--- src/rtl/vdt_pkg.sv ---
`default_nettype none

package vdt_pkg;

    localparam int VDT_MAX_VERTS    = 4096;
    localparam int VDT_HASH_BUCKETS = 8192;

    localparam int COORD_W = 64;
    localparam int INDEX_W = 12;
    localparam int ERR_W   = 2;
    localparam int OP_W    = 2;

    localparam logic [OP_W-1:0] OP_INSERT = 2'd0;
    localparam logic [OP_W-1:0] OP_REMAP  = 2'd1;
    localparam logic [OP_W-1:0] OP_CLEAR  = 2'd2;

    localparam logic [ERR_W-1:0] ERR_OK         = 2'd0;
    localparam logic [ERR_W-1:0] ERR_TABLE_FULL = 2'd1;
    localparam logic [ERR_W-1:0] ERR_ARRIVALS   = 2'd2;
    localparam logic [ERR_W-1:0] ERR_REMAP      = 2'd3;

    localparam logic [62:0] EXP_ALL = 63'h7FF0000000000000;

    // Kind of result the datapath is told to register.
    typedef enum logic [2:0] {
        RES_NONE,
        RES_ZERO,
        RES_ERR_FULL,
        RES_ERR_ARR,
        RES_ERR_REMAP,
        RES_INSERT,
        RES_REMAP
    } res_t;

    typedef struct packed {
        logic latch;
        logic hash_load;
        logic probe_next;
        logic bucket_wr;
        logic take_hit;
        logic arrive_wr;
        logic clr_init;
        logic clr_step;
        res_t res;
    } vdt_cmd_t;

    typedef struct packed {
        logic arr_full;
        logic uniq_full;
        logic remap_bad;
        logic slot_empty;
        logic slot_hit;
        logic probe_last;
        logic clr_last;
    } vdt_status_t;

    function automatic logic is_nan(input logic [COORD_W-1:0] b);
        return b[62:0] > EXP_ALL;
    endfunction

    // Equality as doubles: both zeros match, a NaN matches nothing.
    function automatic logic same_double(input logic [COORD_W-1:0] a,
                                         input logic [COORD_W-1:0] b);
        logic res;
        if (is_nan(a) || is_nan(b))
            res = 1'b0;
        else if (a[62:0] == 63'd0 && b[62:0] == 63'd0)
            res = 1'b1;
        else
            res = (a == b);
        return res;
    endfunction

    function automatic logic [COORD_W-1:0] norm_zero(input logic [COORD_W-1:0] b);
        return (b[62:0] == 63'd0) ? '0 : b;
    endfunction

endpackage

`default_nettype wire

--- src/rtl/vdt_ctrl.sv ---
`default_nettype none

module vdt_ctrl (
    input  wire logic                clk,
    input  wire logic                rst_n,
    input  wire logic                start,
    input  wire logic [1:0]          op,
    input  wire vdt_pkg::vdt_status_t status,
    output vdt_pkg::vdt_cmd_t        cmd,
    output logic                     busy
);
    import vdt_pkg::*;

    typedef enum logic [7:0] {
        S_IDLE   = 8'b0000_0001,
        S_CLEAR  = 8'b0000_0010,
        S_HASH   = 8'b0000_0100,
        S_WAIT   = 8'b0000_1000,
        S_CMP    = 8'b0001_0000,
        S_ARRIVE = 8'b0010_0000,
        S_RWAIT  = 8'b0100_0000,
        S_ROUT   = 8'b1000_0000
    } state_t;

    state_t state_reg, state_next;
    logic   clr_emit_reg, clr_emit_next;

    always_ff @(posedge clk or negedge rst_n)
    begin
        if (!rst_n)
        begin
            state_reg    <= S_CLEAR;
            clr_emit_reg <= 1'b0;
        end
        else
        begin
            state_reg    <= state_next;
            clr_emit_reg <= clr_emit_next;
        end
    end

    always_comb
    begin
        state_next    = state_reg;
        clr_emit_next = clr_emit_reg;
        cmd           = '0;
        cmd.res       = RES_NONE;
        unique case (state_reg)
            S_IDLE:
            begin
                if (start)
                begin
                    cmd.latch = 1'b1;
                    unique case (op)
                        OP_INSERT:
                        begin
                            if (status.arr_full)
                                cmd.res = RES_ERR_ARR;
                            else
                                state_next = S_HASH;
                        end
                        OP_REMAP:
                        begin
                            if (status.remap_bad)
                                cmd.res = RES_ERR_REMAP;
                            else
                                state_next = S_RWAIT;
                        end
                        OP_CLEAR:
                        begin
                            cmd.clr_init  = 1'b1;
                            clr_emit_next = 1'b1;
                            state_next    = S_CLEAR;
                        end
                        default: cmd.res = RES_ZERO;
                    endcase
                end
            end
            S_CLEAR:
            begin
                cmd.clr_step = 1'b1;
                if (status.clr_last)
                begin
                    if (clr_emit_reg)
                        cmd.res = RES_ZERO;
                    clr_emit_next = 1'b0;
                    state_next    = S_IDLE;
                end
            end
            S_HASH:
            begin
                cmd.hash_load = 1'b1;
                state_next    = S_WAIT;
            end
            S_WAIT: state_next = S_CMP;
            S_CMP:
            begin
                if (status.slot_empty)
                begin
                    if (status.uniq_full)
                    begin
                        cmd.res    = RES_ERR_FULL;
                        state_next = S_IDLE;
                    end
                    else
                    begin
                        cmd.bucket_wr = 1'b1;
                        state_next    = S_ARRIVE;
                    end
                end
                else if (status.slot_hit)
                begin
                    cmd.take_hit = 1'b1;
                    state_next   = S_ARRIVE;
                end
                else if (status.probe_last)
                begin
                    cmd.res    = RES_ERR_FULL;
                    state_next = S_IDLE;
                end
                else
                begin
                    cmd.probe_next = 1'b1;
                    state_next     = S_WAIT;
                end
            end
            S_ARRIVE:
            begin
                cmd.arrive_wr = 1'b1;
                cmd.res       = RES_INSERT;
                state_next    = S_IDLE;
            end
            S_RWAIT: state_next = S_ROUT;
            S_ROUT:
            begin
                cmd.res    = RES_REMAP;
                state_next = S_IDLE;
            end
            default: state_next = S_IDLE;
        endcase
    end

    assign busy = (state_reg != S_IDLE);

    a_clear_quiet: assert property (@(posedge clk) disable iff (!rst_n)
        (state_reg == S_CLEAR) && !status.clr_last |-> cmd.res == RES_NONE)
        else $error("result issued in the middle of a clearing pass");

    a_probe_wait: assert property (@(posedge clk) disable iff (!rst_n)
        cmd.probe_next |=> state_reg == S_WAIT)
        else $error("probe step not followed by a read wait");

    a_insert_end: assert property (@(posedge clk) disable iff (!rst_n)
        (state_reg == S_ARRIVE) |=> !busy)
        else $error("controller did not return to idle after an insert");

endmodule

`default_nettype wire

--- config.mk ---
export PLATFORM = sky130hd
export DESIGN_NAME = vdt_ctrl
export DESIGN_NICKNAME = d
export VERILOG_FILES = /design/src/rtl/vdt_pkg.sv /design/src/rtl/vdt_ctrl.sv
export SDC_FILE = /design/constraint.sdc
export NUM_CORES = 1
export LEC_CHECK = 0
export ABC_CLOCK_PERIOD_IN_PS = 2700
export BUFFER_PORTS_ARGS = -buffer_cell sky130_fd_sc_hd__clkbuf_2
export CAP_MARGIN = 10
export CORE_MARGIN = 4
export CORE_UTILIZATION = 48
export DETAILED_ROUTE_END_ITERATION = 16
export GPL_ROUTABILITY_DRIVEN = 1
export PLACE_DENSITY = 0.81
export SYNTH_ARGS = -nofsm -noshare
export SYNTH_HDL_FRONTEND = slang
export SYNTH_SLANG_ARGS = --single-unit
--- constraint.sdc ---
create_clock -name clk -period 2.7 [get_ports clk]
set_clock_uncertainty 0.2 [all_clocks]
set_input_delay 0 -clock clk [delete_from_list [all_inputs] [get_ports clk]]
set_output_delay 0 -clock clk [all_outputs]
set_load 0.005 [all_outputs]
After elaboration in Yosys (flattened, before gate mapping)
Cells that the tools add are included.
- bits in registers: 9
- input bits: 12
- eq/ne operators: 17
- reductions and logical operators: 4
- muxes and demuxes: 41
- operators with widths (kind ; count):
    $mux W8 ; 6
    $pmux W8 S6 ; 1
    $pmux W8 S3 ; 1
    $mux W1 ; 19
    $pmux W3 S5 ; 1
    $mux W3 ; 4
    $mux W2 ; 5
    $pmux W3 S3 ; 1
    $eq A8 B1 Y1 const B ; 1
    $eq A8 B2 Y1 const B ; 1
    $eq A8 B3 Y1 const B ; 1
    $eq A8 B4 Y1 const B ; 1
    $eq A8 B5 Y1 const B ; 1
    $eq A8 B6 Y1 const B ; 1
    $eq A8 B7 Y1 const B ; 1
    $eq A8 B8 Y1 const B ; 1
    $ne A8 B1 Y1 const B ; 1
    $mux W6 ; 1
    $ne A3 B3 Y1 const B ; 2
    $reduce_and A5 Y1 ; 1
    $mux W4 ; 1
    $ne A2 B2 Y1 const B ; 2
    $ne A4 B1 Y1 const B ; 1
    $reduce_and A4 Y1 ; 1
    other kinds (6) ; 6

Longest topological paths before layout
- depth after elaboration: 4
- depth in mapped cells: 6

Least setup slack after synthesis
No wires, ideal clock.
- path type: flip-flop to flip-flop
- from: register state_reg[5]
- to: register state_reg[3]
- data required time: 2.435 ns
- period minus slack after synthesis: 2.009 ns
- arrival time: 1.744 ns
- path buffers: 1
- stages on the path, launching flop included: 6
- setup slack: 0.691 ns
- cell sequence: dfrtp_1 or3_4 or4b_4 buf_6 nor4_4 or2_1
- word-level cells in the longest chain between the ends: 3
- elaborated cells between the ends (all ways): 13
- those cells by class: eq/ne: 11; mux: 1; reduce/logical: 1
- ends and longest elaborated chain (element ; RTL line ; text):
    start, declared ; vdt_ctrl.sv:25 ; state_t state_reg, state_next;
    start signal, assigned ; vdt_ctrl.sv:37 ; state_reg <= state_next;
    $eq A8 B1 Y1 or $eq A8 B2 Y1 (tied branches) ; vdt_ctrl.sv:48 ; unique case (state_reg)
    $ne A4 B1 Y1 (no line), or another cell as far along ; -- ;
    $reduce_and A5 Y1 (no line) ; -- ;
Several ways; a longest one is shown, not always the timed one.
A chain may end at the register's enable or synchronous reset.

Final worst setup path
- from: register state_reg[5]
- to: register state_reg[0]
The elaborated chain is that of the path after synthesis.

==> impl_metrics.yaml <==
logic_synthesis:
  yosys_register_bits: 9
  synth.area.top_cells: "dfrtp_1 29%, ha_1 9.0%, nor4_4 6.1%"
  synth_top_area_share_pct: 28.67
  ys_seq_area_share_pct: 32.44
  netlist_area_um2: 698.2
  synth_cell_types: 33
  synth_top_area_cell: "dfrtp_1"
  yosysWarnings: 0
  synthCells: 70
  synth.avg_cell_area_um2: 9.974
  synth.net_count: 87
outcome:
  status: "finished, final reports clean"
detailed_routing:
  wire_per_inst_um: 15.23
  via_count: 720
  wl_mm: 1.888
  drc: 0
  vias_per_cell: 5.806
  firstDrtPassIters: 5
  ant_nets: 0
  drt_iter0_drc: 10
grt:
  grt_start_max_net_pins: 9
  grt_pass1_wl_mm: 3.070
  grt_pass1_vias: 690
  overflow: 0
  grtUsageTotal_pct: 20.59
  antenna_found_initial: 0
power_and_ir_drop:
  swShare_pct: 36.41
  finalPower_mw: 0.4890
  leakagePower_nw: 0.4837
  internal_power_mw: 0.3109
  combPwrFrac_pct: 41.0
  powerDensity_mw_per_mm2: 500.4
  power_frac_seq_pct: 36.1
  peakVddDrop_v: 0.0002836
  p_sw_mw: 0.1780
  pwr-share-clk_pct: 22.8
sta:
  fin_setup_tns_ps: 0
  worst_slack_ps: 111.8
  rsz0062_at_grt: "no"
  hold_viol: 0
  fin_crit_sh_pct: 95.86
  slew_headroom_pct: 69.90
  drv_slew: 0
  period_needed_ps: 2588
  tightestPinTransition_ps: 445.8
  setup_violations: 0
  max_freq_ghz: 0.3864
final_layout:
  nNetsFinal: 127
  syn_to_final_growth_pct: 39.96
  n_antenna_cell: 0
  largest_reg_flops: 8
  drive_gt1_share_pct: 28.44
worst_setup_path:
  worst_setup_path_end_kind: "register"
  startpoint_type: "register"
  cp_slowest_cell: "or4b_4"
  cp.arrival_ps: 2560
  worst-endpoint-required_ps: 2670
  path_cells: "or3_4 -> or4b_4 -> a2bb2oi_1 -> dlygate4sd3_1 -> o31ai_1"
  critical_path_class: "reg -> reg"
  critPathMaxFanout: 6
  rrSetupSlack_ps: 110
  max_stage_delay_ps: 590
place:
  port_buffers: 23
  hpwl_mm: 1.384
  pre_cts_ws_ps: 689.4
  gp_congestion: 0.8271
floorplanning:
  ios: 24
  dieWidth_um: 46.14
  initial_core_util_pct: 52.35
  rows: 13
  fp.coreArea_mm2: 0.001334
  die_y_um: 46.14
  fp.dieArea_mm2: 0.002129
clocking:
  cts_tree: "yes"
  ctsHtreeMaxLevel: 1
  clkTransAtPathRegs_ps: 70
  clockBufferDepth: 2
  postCtsSetupBuffers: 0
  clock_latency_ps: 270
  numCtsBuffers: 3
  clock-sinks: 9
  ctsRootBufferMaster: "clkbuf_4"
run:
  drv_cap: 0
worst_hold_path:
  hold_class: "in -> async"
-- through the flow --
step | instances | instance area [um^2] | hold WS, ps | util, %
after global placement | 107 | 820.8 | -328.1 | 61.54
after CTS | 124 | 977.2 | 18.68 | 73.26
after floorplan | 70 | 698.2 | -495.6 | -
final | 124 | 977.2 | 25.58 | 73.26
after global routing | 124 | 977.2 | 53.62 | 73.26
after detailed placement | 107 | 820.8 | -326.3 | 61.54
-- cells in the final DEF, fill, tap and decap left out, types with 2 or more instances in the layout --
cell type and instances:
nor2_1 6, nor3_1 2, a21o_1 2, a211oi_1 2, o311ai_0 2, nor3b_1 5
nand2b_1 3, o21ai_0 2, dlygate4sd3_1 13, ha_1 5, a2bb2oi_1 2, or4_1 2
clkbuf_2 23, and4_1 2, clkbuf_4 3, dfrtp_1 8, inv_1 6, a22oi_1 2
nor4_4 2
-- final cells by class --
cell class              count  area [um^2]
well taps                  15        18.77
flip-flops and latches      9        226.5
repair buffers             36        245.2
inverters                   6        22.52
multi-input cells          54        437.9
fillers                    99        356.6
clock buffers               4        26.28
-- cell usage after synthesis --
cell	n
nor2_1	6
dfrtp_1	8
a22oi_1	2
or2_1	1
and2_1	1
or4b_4	1
buf_6	1
o311ai_0	2
a211oi_1	2
or3_1	1
or3_4	1
a21o_1	2
nand3_1	1
o221ai_1	1
o211ai_1	1
xor2_1	1
nor3b_1	5
xnor2_1	1
nor4_4	2
dfstp_2	1
o31ai_1	1
and4_1	2
ha_1	5
nand3b_1	1
nor3_1	2
inv_1	6
nand4b_1	1
nand2b_1	3
nor2b_1	1
o21ai_0	2
or4_1	2
a32oi_1	1
a2bb2oi_1	2
-- layer usage --
| metal | GRT usage [%] | up-vias | routed length [um] |
|---|---|---|---|
| met5 | 0 | - | 0 |
| met4 | 8.523 | 0 | 21 |
| met3 | 2.344 | 4 | 69 |
| met2 | 37.09 | 23 | 993 |
| met1 | 24.17 | 348 | 803 |
| li1 | - | 345 | - |
-- timing repair --
| item | CTS | global route |
|---|---|---|
| hold buffers | 13 | 0 |
| hold endpoints to repair | 16 | 0 |
| resized for setup | 0 | 0 |
-- power by group through the flow --
stage / Combinational (mW) / Sequential, mW / Clock [mW]
finish: 0.201 / 0.177 / 0.112
global route: 0.224 / 0.179 / 0.119
CTS: 0.201 / 0.176 / 0.113
detailed placement: 0.177 / 0.179 / 0
global placement: 0.176 / 0.177 / 0
floorplan: 0.119 / 0.172 / 0
-- final timing paths --
| path | start | end | depth (start not counted) |
|---|---|---|---|
| worst min-delay path | rst_n | state_reg[1] | 2 |
| worst min register to register | clr_emit_reg | clr_emit_reg | 1 |
| min in group clk | status[2] | cmd[8] | 3 |
| worst max register to register | state_reg[5] | state_reg[0] | 5 |
| worst max-delay path | state_reg[5] | state_reg[0] | 5 |
| max in group asynchronous | rst_n | clr_emit_reg | 3 |
-- cell families after synthesis --
family | count (synthesis) | share of synthesized area (%)
AOI/OAI and AO/OA | 16 | 17.56
xor gates and xnor gates | 2 | 2.509
adders and majority gates | 5 | 8.961
buffers and inverters | 7 | 4.838
DFF | 9 | 32.44
and+or+nand+nor | 31 | 33.69
-- worst max-delay path: cells and delay by family, from the launching register on --
kind	cells	cell delay, ps
flip-flops	1	440
AO/OA/AOI/OAI	2	240
AND/OR/NAND/NOR	2	1040
buffers and inverters	1	580
No activity file was read; power rests on OpenSTA's default activity.
